### config.mk
export PLATFORM = sky130hd
export DESIGN_NAME = bitplane_popcount_dot_product_core_flat
export DESIGN_NICKNAME = d
export VERILOG_FILES = /design/src/sv/bpdp_pkg.sv /design/src/sv/bpdp_if.sv /design/src/sv/bpdp_count.sv /design/src/sv/bpdp_accum.sv /design/src/sv/bitplane_popcount_dot_product_core.sv /design/src/flat_wrapper.sv
export SDC_FILE = /design/constraint.sdc
export NUM_CORES = 2
export LEC_CHECK = 0
export ABC_AREA = 0
export BUFFER_PORTS_ARGS = -buffer_cell sky130_fd_sc_hd__buf_4
export CAP_MARGIN = 15
export CORE_MARGIN = 2
export CORE_UTILIZATION = 30
export CTS_CLUSTER_SIZE = 14
export DETAILED_ROUTE_END_ITERATION = 7
export RECOVER_POWER = 25
export SYNTH_ARGS = -nofsm -noshare
export SYNTH_HDL_FRONTEND = slang
export SYNTH_SLANG_ARGS = --single-unit
### constraint.sdc
create_clock -name clk -period 31 [get_ports clk]
set_input_delay 6.2 -clock clk [delete_from_list [all_inputs] [get_ports clk]]
set_output_delay 6.2 -clock clk [all_outputs]
set_load 0.005 [all_outputs]
### src/sv/bpdp_pkg.sv
`timescale 1ns / 1ps
`default_nettype none
package bpdp_pkg;

	localparam int MAX_BYTES  = 65536;
	localparam int MAX_PLANES = 8;
	localparam int WORD_W     = 64;
	localparam int BYTES_N    = WORD_W / 8;
	localparam int NB_W       = 4;
	localparam int CNT_W      = 7;
	localparam int ADD_W      = CNT_W + MAX_PLANES - 1;
	localparam int BYTES_W    = $clog2(MAX_BYTES + 1);
	localparam int DOT_W      = 28;
	localparam int ONES_W     = 20;
	localparam int DOT_OUT_W  = 27;
	localparam int ONES_OUT_W = 20;
	localparam int CFG_IDX_W  = 1;
	localparam int CFG_DATA_W = 4;

	localparam longint DOT_CAP_RAW  = longint'(MAX_BYTES) * 8 * ((longint'(1) << MAX_PLANES) - 1);
	localparam longint DOT_FLD_MAX  = (longint'(1) << DOT_OUT_W) - 1;
	localparam longint ONES_CAP_RAW = longint'(MAX_BYTES) * 8;
	localparam longint ONES_FLD_MAX = (longint'(1) << ONES_OUT_W) - 1;

	localparam logic [DOT_W-1:0] DOT_CAP =
		DOT_W'((DOT_CAP_RAW > DOT_FLD_MAX) ? DOT_FLD_MAX : DOT_CAP_RAW);
	localparam logic [ONES_W-1:0] ONES_CAP =
		ONES_W'((ONES_CAP_RAW > ONES_FLD_MAX) ? ONES_FLD_MAX : ONES_CAP_RAW);
	localparam logic [BYTES_W-1:0] BYTES_LIMIT = BYTES_W'(MAX_BYTES);

	localparam logic [CFG_IDX_W-1:0] CFG_ACTIVE_PLANES = 1'b0;
	localparam logic [CFG_IDX_W-1:0] CFG_COMBINE_MODE  = 1'b1;

	typedef logic [WORD_W-1:0] word_t;

	typedef struct packed {
		word_t                    data;
		word_t [MAX_PLANES-1:0]   plane;
		logic  [NB_W-1:0]         nbytes;
		logic                     last;
	} bpdp_word_t;

	typedef struct packed {
		logic                valid;
		logic [ADD_W-1:0]    add;
		logic [CNT_W-1:0]    ones;
		logic [NB_W-1:0]     nbytes;
		logic                last;
	} bpdp_cnt_t;

	function automatic logic [3:0] pop8(input logic [7:0] x);
		logic [3:0] c;
		c = '0;
		for (int b = 0; b < 8; b++) begin
			c = c + 4'(x[b]);
		end
		return c;
	endfunction

	function automatic logic [CNT_W-1:0] pop64(input word_t x);
		logic [CNT_W-1:0] s;
		s = '0;
		for (int i = 0; i < BYTES_N; i++) begin
			s = s + CNT_W'(pop8(x[8*i +: 8]));
		end
		return s;
	endfunction

endpackage
`default_nettype wire

### src/sv/bpdp_if.sv
`timescale 1ns / 1ps
`default_nettype none
interface bpdp_in_if;
	logic                   valid;
	logic                   ready;
	bpdp_pkg::word_t        data_word;
	bpdp_pkg::word_t        query_plane_0;
	bpdp_pkg::word_t        query_plane_1;
	bpdp_pkg::word_t        query_plane_2;
	bpdp_pkg::word_t        query_plane_3;
	bpdp_pkg::word_t        query_plane_4;
	bpdp_pkg::word_t        query_plane_5;
	bpdp_pkg::word_t        query_plane_6;
	bpdp_pkg::word_t        query_plane_7;
	logic [bpdp_pkg::NB_W-1:0] valid_bytes;
	logic                   last_word;

	modport source (output valid, data_word, query_plane_0, query_plane_1, query_plane_2,
		query_plane_3, query_plane_4, query_plane_5, query_plane_6, query_plane_7,
		valid_bytes, last_word, input ready);
	modport sink (input valid, data_word, query_plane_0, query_plane_1, query_plane_2,
		query_plane_3, query_plane_4, query_plane_5, query_plane_6, query_plane_7,
		valid_bytes, last_word, output ready);
endinterface

interface bpdp_out_if;
	logic                             valid;
	logic                             ready;
	logic [bpdp_pkg::DOT_OUT_W-1:0]   weighted_sum;
	logic [bpdp_pkg::ONES_OUT_W-1:0]  data_popcount;
	logic                             too_long;

	modport source (output valid, weighted_sum, data_popcount, too_long, input ready);
	modport sink (input valid, weighted_sum, data_popcount, too_long, output ready);
endinterface
`default_nettype wire

### src/sv/bpdp_count.sv
`timescale 1ns / 1ps
`default_nettype none
module bpdp_count (
	input  wire logic                  clk,
	input  wire logic                  arst_n,
	input  wire logic                  en,
	input  wire logic [3:0]            active_planes,
	input  wire logic                  combine_mode,
	input  wire logic                  valid_s1,
	input  wire bpdp_pkg::bpdp_word_t  word_s1,
	output bpdp_pkg::bpdp_cnt_t        cnt_s3
);

	bpdp_pkg::word_t                                      mask;
	logic [bpdp_pkg::MAX_PLANES-1:0][bpdp_pkg::CNT_W-1:0] cnt;
	logic [bpdp_pkg::MAX_PLANES-1:0][bpdp_pkg::CNT_W-1:0] cnt_s2;
	logic [bpdp_pkg::CNT_W-1:0]                           ones_s2;
	logic [bpdp_pkg::NB_W-1:0]                            nbytes_s2;
	logic                                                 last_s2;
	logic                                                 valid_s2;
	logic [bpdp_pkg::ADD_W-1:0]                           add;

	always_comb begin
		for (int b = 0; b < bpdp_pkg::BYTES_N; b++) begin
			mask[8*b +: 8] = {8{bpdp_pkg::NB_W'(b) < word_s1.nbytes}};
		end
		for (int j = 0; j < bpdp_pkg::MAX_PLANES; j++) begin
			if (active_planes > 4'(j)) begin
				cnt[j] = bpdp_pkg::pop64((combine_mode ?
					(word_s1.plane[j] ^ word_s1.data) :
					(word_s1.plane[j] & word_s1.data)) & mask);
			end else begin
				cnt[j] = '0;
			end
		end
	end

	always_ff @(posedge clk or negedge arst_n) begin
		if (!arst_n) begin
			valid_s2 <= 1'b0;
		end else if (en) begin
			valid_s2 <= valid_s1;
		end
	end

	always_ff @(posedge clk) begin
		if (en) begin
			cnt_s2    <= cnt;
			ones_s2   <= bpdp_pkg::pop64(word_s1.data & mask);
			nbytes_s2 <= word_s1.nbytes;
			last_s2   <= word_s1.last;
		end
	end

	// weight plane j by 2^j
	always_comb begin
		add = '0;
		for (int j = 0; j < bpdp_pkg::MAX_PLANES; j++) begin
			add = add + (bpdp_pkg::ADD_W'(cnt_s2[j]) << j);
		end
	end

	always_ff @(posedge clk or negedge arst_n) begin
		if (!arst_n) begin
			cnt_s3 <= '0;
		end else if (en) begin
			cnt_s3.valid  <= valid_s2;
			cnt_s3.add    <= add;
			cnt_s3.ones   <= ones_s2;
			cnt_s3.nbytes <= nbytes_s2;
			cnt_s3.last   <= last_s2;
		end
	end

endmodule
`default_nettype wire

### src/sv/bpdp_accum.sv
`timescale 1ns / 1ps
`default_nettype none
module bpdp_accum (
	input  wire logic                           clk,
	input  wire logic                           arst_n,
	input  wire logic                           en,
	input  wire bpdp_pkg::bpdp_cnt_t            cnt_s3,
	output logic                                res_valid_q,
	output logic [bpdp_pkg::DOT_OUT_W-1:0]      res_dot_q,
	output logic [bpdp_pkg::ONES_OUT_W-1:0]     res_ones_q,
	output logic                                res_long_q
);

	logic [bpdp_pkg::DOT_W-1:0]   dot_q;
	logic [bpdp_pkg::ONES_W-1:0]  ones_q;
	logic [bpdp_pkg::BYTES_W-1:0] bytes_q;
	logic                         ovf_q;

	logic [bpdp_pkg::DOT_W:0]     dot_sum;
	logic [bpdp_pkg::ONES_W:0]    ones_sum;
	logic [bpdp_pkg::BYTES_W:0]   bytes_sum;
	logic [bpdp_pkg::DOT_W-1:0]   dot_nx;
	logic [bpdp_pkg::ONES_W-1:0]  ones_nx;
	logic [bpdp_pkg::BYTES_W-1:0] bytes_nx;
	logic                         ovf_nx;

	always_comb begin
		dot_sum   = {1'b0, dot_q} + (bpdp_pkg::DOT_W + 1)'(cnt_s3.add);
		ones_sum  = {1'b0, ones_q} + (bpdp_pkg::ONES_W + 1)'(cnt_s3.ones);
		bytes_sum = {1'b0, bytes_q} + (bpdp_pkg::BYTES_W + 1)'(cnt_s3.nbytes);
		dot_nx    = dot_q;
		ones_nx   = ones_q;
		bytes_nx  = bytes_q;
		ovf_nx    = ovf_q;
		if (!ovf_q) begin
			if (bytes_sum > {1'b0, bpdp_pkg::BYTES_LIMIT}) begin
				ovf_nx   = 1'b1;
				dot_nx   = bpdp_pkg::DOT_CAP;
				ones_nx  = bpdp_pkg::ONES_CAP;
				bytes_nx = bpdp_pkg::BYTES_LIMIT;
			end else begin
				dot_nx   = (dot_sum > {1'b0, bpdp_pkg::DOT_CAP}) ?
					bpdp_pkg::DOT_CAP : dot_sum[bpdp_pkg::DOT_W-1:0];
				ones_nx  = (ones_sum > {1'b0, bpdp_pkg::ONES_CAP}) ?
					bpdp_pkg::ONES_CAP : ones_sum[bpdp_pkg::ONES_W-1:0];
				bytes_nx = bytes_sum[bpdp_pkg::BYTES_W-1:0];
			end
		end
	end

	always_ff @(posedge clk or negedge arst_n) begin
		if (!arst_n) begin
			dot_q       <= '0;
			ones_q      <= '0;
			bytes_q     <= '0;
			ovf_q       <= 1'b0;
			res_valid_q <= 1'b0;
		end else if (en) begin
			res_valid_q <= cnt_s3.valid && cnt_s3.last;
			if (cnt_s3.valid) begin
				if (cnt_s3.last) begin
					dot_q   <= '0;
					ones_q  <= '0;
					bytes_q <= '0;
					ovf_q   <= 1'b0;
				end else begin
					dot_q   <= dot_nx;
					ones_q  <= ones_nx;
					bytes_q <= bytes_nx;
					ovf_q   <= ovf_nx;
				end
			end
		end
	end

	always_ff @(posedge clk) begin
		if (en && cnt_s3.valid && cnt_s3.last) begin
			res_dot_q  <= dot_nx[bpdp_pkg::DOT_OUT_W-1:0];
			res_ones_q <= ones_nx[bpdp_pkg::ONES_OUT_W-1:0];
			res_long_q <= ovf_nx;
		end
	end

endmodule
`default_nettype wire

### src/sv/bitplane_popcount_dot_product_core.sv
`timescale 1ns / 1ps
`default_nettype none
// Results: the totals of a vector land in the output register once its last word has run the pipe.
// Throughput: one word per cycle; the pipe is input register, popcount, plane weighting and the
// accumulator with its output register, and the whole pipe holds while a result waits unread.
// Reset: asynchronous, clears totals, pipe valids and the output valid; active_planes 1, combine_mode 0.
module bitplane_popcount_dot_product_core (
	input  wire logic                                clk,
	input  wire logic                                arst_n,
	input  wire logic                                cfg_we,
	input  wire logic [bpdp_pkg::CFG_IDX_W-1:0]      cfg_index,
	input  wire logic [bpdp_pkg::CFG_DATA_W-1:0]     cfg_data,
	bpdp_in_if.sink                                  item,
	bpdp_out_if.source                               result
);

	logic                  en;
	logic [3:0]            active_planes_q;
	logic                  combine_mode_q;
	logic                  valid_s1;
	bpdp_pkg::bpdp_word_t  word_s1;
	bpdp_pkg::bpdp_cnt_t   cnt_s3;
	logic                  res_valid_q;

	assign en         = !res_valid_q || result.ready;
	assign item.ready = en;

	always_ff @(posedge clk or negedge arst_n) begin
		if (!arst_n) begin
			active_planes_q <= 4'd1;
			combine_mode_q  <= 1'b0;
		end else if (cfg_we) begin
			unique case (cfg_index)
				bpdp_pkg::CFG_ACTIVE_PLANES: active_planes_q <= cfg_data[3:0];
				bpdp_pkg::CFG_COMBINE_MODE:  combine_mode_q  <= cfg_data[0];
				default: ;
			endcase
		end
	end

	always_ff @(posedge clk or negedge arst_n) begin
		if (!arst_n) begin
			valid_s1 <= 1'b0;
		end else if (en) begin
			valid_s1 <= item.valid;
		end
	end

	always_ff @(posedge clk) begin
		if (en && item.valid) begin
			word_s1.data     <= item.data_word;
			word_s1.plane[0] <= item.query_plane_0;
			word_s1.plane[1] <= item.query_plane_1;
			word_s1.plane[2] <= item.query_plane_2;
			word_s1.plane[3] <= item.query_plane_3;
			word_s1.plane[4] <= item.query_plane_4;
			word_s1.plane[5] <= item.query_plane_5;
			word_s1.plane[6] <= item.query_plane_6;
			word_s1.plane[7] <= item.query_plane_7;
			word_s1.nbytes   <= (item.valid_bytes > bpdp_pkg::NB_W'(bpdp_pkg::BYTES_N)) ?
				bpdp_pkg::NB_W'(bpdp_pkg::BYTES_N) : item.valid_bytes;
			word_s1.last     <= item.last_word;
		end
	end

	bpdp_count u_count (
		.clk           (clk),
		.arst_n        (arst_n),
		.en            (en),
		.active_planes (active_planes_q),
		.combine_mode  (combine_mode_q),
		.valid_s1      (valid_s1),
		.word_s1       (word_s1),
		.cnt_s3        (cnt_s3)
	);

	bpdp_accum u_accum (
		.clk         (clk),
		.arst_n      (arst_n),
		.en          (en),
		.cnt_s3      (cnt_s3),
		.res_valid_q (res_valid_q),
		.res_dot_q   (result.weighted_sum),
		.res_ones_q  (result.data_popcount),
		.res_long_q  (result.too_long)
	);

	assign result.valid = res_valid_q;

endmodule
`default_nettype wire

### src/flat_wrapper.sv
// flat-port wrapper written by rule: the top's interface ports become plain ports
module bitplane_popcount_dot_product_core_flat 
  (clk, arst_n, cfg_we, cfg_index, cfg_data, item_valid, item_data_word, item_query_plane_0, item_query_plane_1, item_query_plane_2, item_query_plane_3, item_query_plane_4, item_query_plane_5, item_query_plane_6, item_query_plane_7, item_valid_bytes, item_last_word, item_ready, result_valid, result_weighted_sum, result_data_popcount, result_too_long, result_ready);
  bpdp_in_if item_i ();
  bpdp_out_if result_i ();
  input  wire logic clk;
  input  wire logic arst_n;
  input  wire logic cfg_we;
  input  wire logic [bpdp_pkg::CFG_IDX_W-1:0] cfg_index;
  input  wire logic [bpdp_pkg::CFG_DATA_W-1:0] cfg_data;
  input wire logic [$bits(item_i.valid)-1:0] item_valid;
  input wire logic [$bits(item_i.data_word)-1:0] item_data_word;
  input wire logic [$bits(item_i.query_plane_0)-1:0] item_query_plane_0;
  input wire logic [$bits(item_i.query_plane_1)-1:0] item_query_plane_1;
  input wire logic [$bits(item_i.query_plane_2)-1:0] item_query_plane_2;
  input wire logic [$bits(item_i.query_plane_3)-1:0] item_query_plane_3;
  input wire logic [$bits(item_i.query_plane_4)-1:0] item_query_plane_4;
  input wire logic [$bits(item_i.query_plane_5)-1:0] item_query_plane_5;
  input wire logic [$bits(item_i.query_plane_6)-1:0] item_query_plane_6;
  input wire logic [$bits(item_i.query_plane_7)-1:0] item_query_plane_7;
  input wire logic [$bits(item_i.valid_bytes)-1:0] item_valid_bytes;
  input wire logic [$bits(item_i.last_word)-1:0] item_last_word;
  output wire logic [$bits(item_i.ready)-1:0] item_ready;
  output wire logic [$bits(result_i.valid)-1:0] result_valid;
  output wire logic [$bits(result_i.weighted_sum)-1:0] result_weighted_sum;
  output wire logic [$bits(result_i.data_popcount)-1:0] result_data_popcount;
  output wire logic [$bits(result_i.too_long)-1:0] result_too_long;
  input wire logic [$bits(result_i.ready)-1:0] result_ready;
  assign item_i.valid = item_valid;
  assign item_i.data_word = item_data_word;
  assign item_i.query_plane_0 = item_query_plane_0;
  assign item_i.query_plane_1 = item_query_plane_1;
  assign item_i.query_plane_2 = item_query_plane_2;
  assign item_i.query_plane_3 = item_query_plane_3;
  assign item_i.query_plane_4 = item_query_plane_4;
  assign item_i.query_plane_5 = item_query_plane_5;
  assign item_i.query_plane_6 = item_query_plane_6;
  assign item_i.query_plane_7 = item_query_plane_7;
  assign item_i.valid_bytes = item_valid_bytes;
  assign item_i.last_word = item_last_word;
  assign item_ready = item_i.ready;
  assign result_valid = result_i.valid;
  assign result_weighted_sum = result_i.weighted_sum;
  assign result_data_popcount = result_i.data_popcount;
  assign result_too_long = result_i.too_long;
  assign result_i.ready = result_ready;
  bitplane_popcount_dot_product_core u_core (.clk(clk), .arst_n(arst_n), .cfg_we(cfg_we), .cfg_index(cfg_index), .cfg_data(cfg_data), .item(item_i), .result(result_i));
endmodule
Word-level counts from Yosys, hierarchy flattened
Cells that the tools add are included.

Register bits after elaboration: 798. Output and inout bits: 50. Input port bits: 591.

$add $sub $neg: 577. Order comparisons: 20. Bitwise logic cells: 26. Mux-type cells: 22. Reductions and logical operators: 10. Equal/unequal tests: 1.

Operator list (count): $add A4 B1 Y4 (288); $and A64 B64 Y64 (17); $mux W64 (8); $xor A64 B64 Y64 (8); $add A3 B1 Y4 (72); $add A7 B4 Y7 (36); $add A2 B1 Y3 (72); $add A1 B1 Y2 (72); $mux W28 (4); $mux W20 (4); $add A6 B4 Y7 (9); $add A5 B4 Y6 (9); $mux W17 (3); $add A4 B4 Y5 (9); $add A28 B14 Y29 (1); $gt A29 B27 Y1 const B (1); $add A20 B7 Y21 (1); $gt A21 B20 Y1 const B (1); $add A17 B4 Y18 (1); $gt A18 B17 Y1 const B (1); $gt A4 B3 Y1 const B (4); $lt A3 B4 Y1 const A (4); $add A13 B13 Y14 (1); $add A14 B14 Y14 (1); 18 further kinds (29).

Logic depth before layout (Yosys ltp)
Depth after elaboration: 17. Mapped depth: 29.

Hierarchy
Synthesis repeated with hierarchy kept, for this count alone.

Cells, all modules: 4601. Area total of the unflattened synthesis: 58437.3 µm².

By module, submodules not included: bpdp_count (seq. area each 2742.6 µm², area an instance 33360.7 µm², instances 1, cells an instance 3210); bitplane_popcount_dot_product_core (seq. area each 17598.1 µm², area an instance 17729.5 µm², instances 1, cells an instance 601); bpdp_accum (seq. area each 3118.0 µm², area an instance 7347.0 µm², instances 1, cells an instance 790).

Worst setup path after synthesis
Ideal clock, no wire load.

Kind: in2reg. From: input port result_ready. To: register, netlist name u_core.word_s1[0]. Required time: 29981 ps. Path slack: 9845 ps. Library setup time: 1019 ps. Stages on the path: 4. Buffers on the path: 2. Arrival: 20136 ps. Cell sequence: nand2b_1 clkbuf_1 clkbuf_1 and2_1.

Longest elaborated chain between the ends: 2.

RTL lines: start, declared (line flat_wrapper.sv:28) `input wire logic [$bits(result_i.ready)-1:0] result_ready;`; $logic_or A1 B1 Y1 (line bitplane_popcount_dot_product_core.sv:25) `assign en = !res_valid_q || result.ready;`; $logic_and A1 B1 Y1 (line bitplane_popcount_dot_product_core.sv:50) `if (en && item.valid) begin`.

Every way passes these cells. A chain may end at the register's enable or synchronous reset.

Worst setup path in the final report
From: input port result_ready. To: output port item_ready.

Longest elaborated chain between the ends: 1.

RTL lines: $logic_or A1 B1 Y1 (line bitplane_popcount_dot_product_core.sv:25); end, declared (line flat_wrapper.sv:23) `output wire logic [$bits(item_i.ready)-1:0] item_ready;`.

Every way passes these cells.

==> flow_metrics.py <==
metrics = {
    "finish": {
        "multiInputGateArea_um2": 32400,
        "areaGrowthSynthToFinish_pct": 18.6,
        "final_cells": 7985,
        "fillers": 19000,
        "drive_gt1_share_pct": 21.7,
        "register_area_um2": 23500,
        "fin_nets": 7131,
        "final_util_pct": 35.7,
        "final_cell_mix": "698 x ha_1, 697 x edfxtp_1, 549 x inv_1",
        "final_common_cell": "ha_1",
    },
    "yosys": {
        "ys_ff_latch": 798,
        "synth_seq_area_share_pct": 40.1,
        "synth_top_family_by_area": "adder cells",
        "ys_warn_count": 0,
        "avgSynthCellArea_um2": 12.5,
        "synth_mux_area_share_pct": 10.2,
        "synth_compound_area_share_pct": 4.12,
        "netlist_instances": 4690,
        "yosys.area_share.simple_pct": 7.21,
        "dominantRegCellSynth": "edfxtp_1",
        "synthDistinctLibCells": 75,
        "synth_fa_ha_area_share_pct": 32.7,
        "synthXorXnorAreaFrac_pct": 1.05,
        "synth_nets": 6499,
        "syn_area_um2": 58600,
        "synth_edf_count": 697,
        "synthArstFlopShare_pct": 12.7,
    },
    "timing": {
        "rsz0062_at_grt": "false",
        "tightest_slew_ns": 3.37,
        "skew_ns": 0.102,
        "finalHoldViolCount": 0,
        "holdWs_ns": 0.421,
        "slew_headroom_pct": -126,
        "period_share_pct": 43.1,
        "drv_slew": 71,
        "setup_viol": 0,
        "fin_crit_ns": 13.35,
        "max_freq_mhz": 74.9,
        "final.setup.tns_ns": 0,
    },
    "floorplan": {
        "initial_core_util_pct": 30.1,
        "rows": 162,
        "die_w_um": 446,
        "fp.dieArea_um2": 199000,
        "core-area_um2": 194000,
        "io_pins": 641,
        "die_h_um": 446,
    },
    "clock_tree": {
        "cts.sinks": 798,
        "cts_setup_buffers": 0,
        "tritoncts": "yes",
        "clk_latency_ns": 0.78,
        "cts_resized": 0,
        "holdBufCountCts": 0,
        "clkTransAtPathRegs_ns": 0.06,
        "cts-root-buf": "clkbuf_16",
        "ctsHtreeMaxLevel": 3,
        "numCtsBuffers": 98,
        "clockBufferDepth": 3,
    },
    "grt": {
        "grt_pass1_wl_mm": 289,
        "grt_pass1_vias": 40100,
        "antenna_found_initial": 56,
        "grt_start_max_net_pins": 127,
        "grt_usage_pct": 20.6,
        "overflow": 0,
    },
    "drt": {
        "wl_mm": 205,
        "first_pass_iters": 5,
        "first_iter_violations": 2850,
        "post_drt_via_cell_ratio": 4.79,
        "num_vias": 38200,
        "post_drt_wl_per_cell_um": 25.7,
        "antenna_left": 0,
        "drt_drc_violations_left": 0,
    },
    "min_path": {
        "hold_path_class": "flop to flop",
    },
    "critical_path": {
        "path_class": "input port to output port",
        "worstSetupStartpointType": "input port",
        "crit_start": "result_ready",
        "cp-end-kind": "output port",
        "reg2regPathDepth": 25,
        "crit_end": "item_ready",
        "r2r_start": "u_core.word_s1[4]$_SDFFCE_PN1P_",
        "r2r-end": "u_core.u_count.cnt_s2[20]$_SDFFCE_PP0N_",
        "r2r_slack_ns": 21.41,
        "critPathRequiredTime_ns": 24.80,
        "worstPathMaxFanout": 58,
        "cp_data_arrival_time_ns": 7.15,
    },
    "outcome": {
        "violations": "capacitance limit, slew limit",
        "status": "finished, violations left",
    },
    "place": {
        "place_congestion": 0.903,
        "dpl.hpwl_mm": 162,
        "place_inst": 7764,
        "io_buffers": 640,
    },
    "run": {
        "cap_violations": 2,
    },
}
worst max-delay path, stage by stage:
cell,delay (ns)
buf_4,0.11
nand2b_4,0.50
buf_4,0.35
sequential cells by signal, summed over array words and instances (netlist names), 4 cells and up:
name	flops
u_core.active_planes_q	4
u_core.u_accum.bytes_q	17
u_core.u_accum.dot_q	28
u_core.u_accum.ones_q	20
u_core.u_accum.res_dot_q	27
u_core.u_accum.res_ones_q	20
u_core.u_count.cnt_s2	56
u_core.u_count.cnt_s3	27
u_core.u_count.nbytes_s2	4
u_core.u_count.ones_s2	7
u_core.word_s1	581
cell families (layout without fill, tap and decap cells):
logic type,after synthesis,after routing
AOI/OAI and AO/OA,357,357
xor gates and xnor gates,70,70
adders and majority gates,1218,1218
buffers and inverters,725,1439
DFF,798,798
muxes,548,548
other,0,39
and+or+nand+nor,974,974
per-stage QoR:
| stage | setup slack (ns) | area [µm²] |
|---|---|---|
| after floorplan | 9.84 | 58600 |
| after global placement | 17.61 | 66500 |
| after detailed placement | 17.58 | 66500 |
| after CTS | 17.60 | 69700 |
| after global routing | 17.56 | 69400 |
| final | 17.65 | 69500 |
cells in the mapped netlist, types with 5 or more instances:
cell,n,area (µm²)
a211oi_1,10,75.1
a21o_1,26,195
a21oi_1,92,460
a22o_1,47,412
a311oi_1,5,43.8
a31oi_1,7,43.8
and2_1,60,375
and3_1,15,93.8
and4_1,5,43.8
buf_1,21,78.8
buf_2,15,75.1
clkbuf_1,137,514
dfrtp_1,100,2500
edfxtp_1,697,20900
fa_1,520,10400
ha_1,698,8730
inv_1,549,2060
mux2_2,372,4190
mux2i_1,176,1760
nand2_1,458,1720
nand2b_1,8,50.1
nand3_1,31,155
nand4_1,18,113
nor2_1,288,1080
nor2b_1,41,257
nor3_1,19,95.1
nor4_1,8,50.1
o211ai_1,7,52.6
o21a_1,15,113
o21ai_0,71,355
o21bai_1,19,143
o31ai_1,9,67.6
or3_1,5,31.3
xnor2_1,54,473
xor2_1,16,140
worst min-delay path by stage:
stage	startpoint	end	slack, ns	cells after the start
6_report	u_core.word_s1[0]$_DFFE_PP_	u_core.u_count.last_s2$_DFFE_PN_	0.42	0
5_1_grt	u_core.word_s1[0]$_DFFE_PP_	u_core.u_count.last_s2$_DFFE_PN_	0.44	0
4_1_cts	u_core.word_s1[0]$_DFFE_PP_	u_core.u_count.last_s2$_DFFE_PN_	0.42	0
3_5_place_dp	u_core.word_s1[0]$_DFFE_PP_	u_core.u_count.last_s2$_DFFE_PN_	0.41	0
3_3_place_gp	u_core.word_s1[0]$_DFFE_PP_	u_core.u_count.last_s2$_DFFE_PN_	0.41	0
2_1_floorplan	u_core.word_s1[0]$_DFFE_PP_	u_core.u_count.last_s2$_DFFE_PN_	0.40	0
per-layer routing:
layer  GRT usage, %  up-vias  share of wire, %
li1               -    17400                 -
met1           25.0    19200                39
met2           34.4     1239                49
met3           2.67      368               4.8
met4           13.7        8               6.9
met5              0        -             0.027
layout make-up:
cell class | count | share of cell area, %
clock inverter | 68 | 0.958
sequential | 798 | 33.8
inverter | 549 | 2.97
multi-input combinational | 3167 | 46.6
timing repair buffer | 708 | 7.26
antenna | 39 | 0.141
clock buffer | 114 | 3.69
tap | 2542 | 4.58
Power is not shown: default switching activity piles up to over one toggle a cycle in this logic, so the estimate is an artifact.
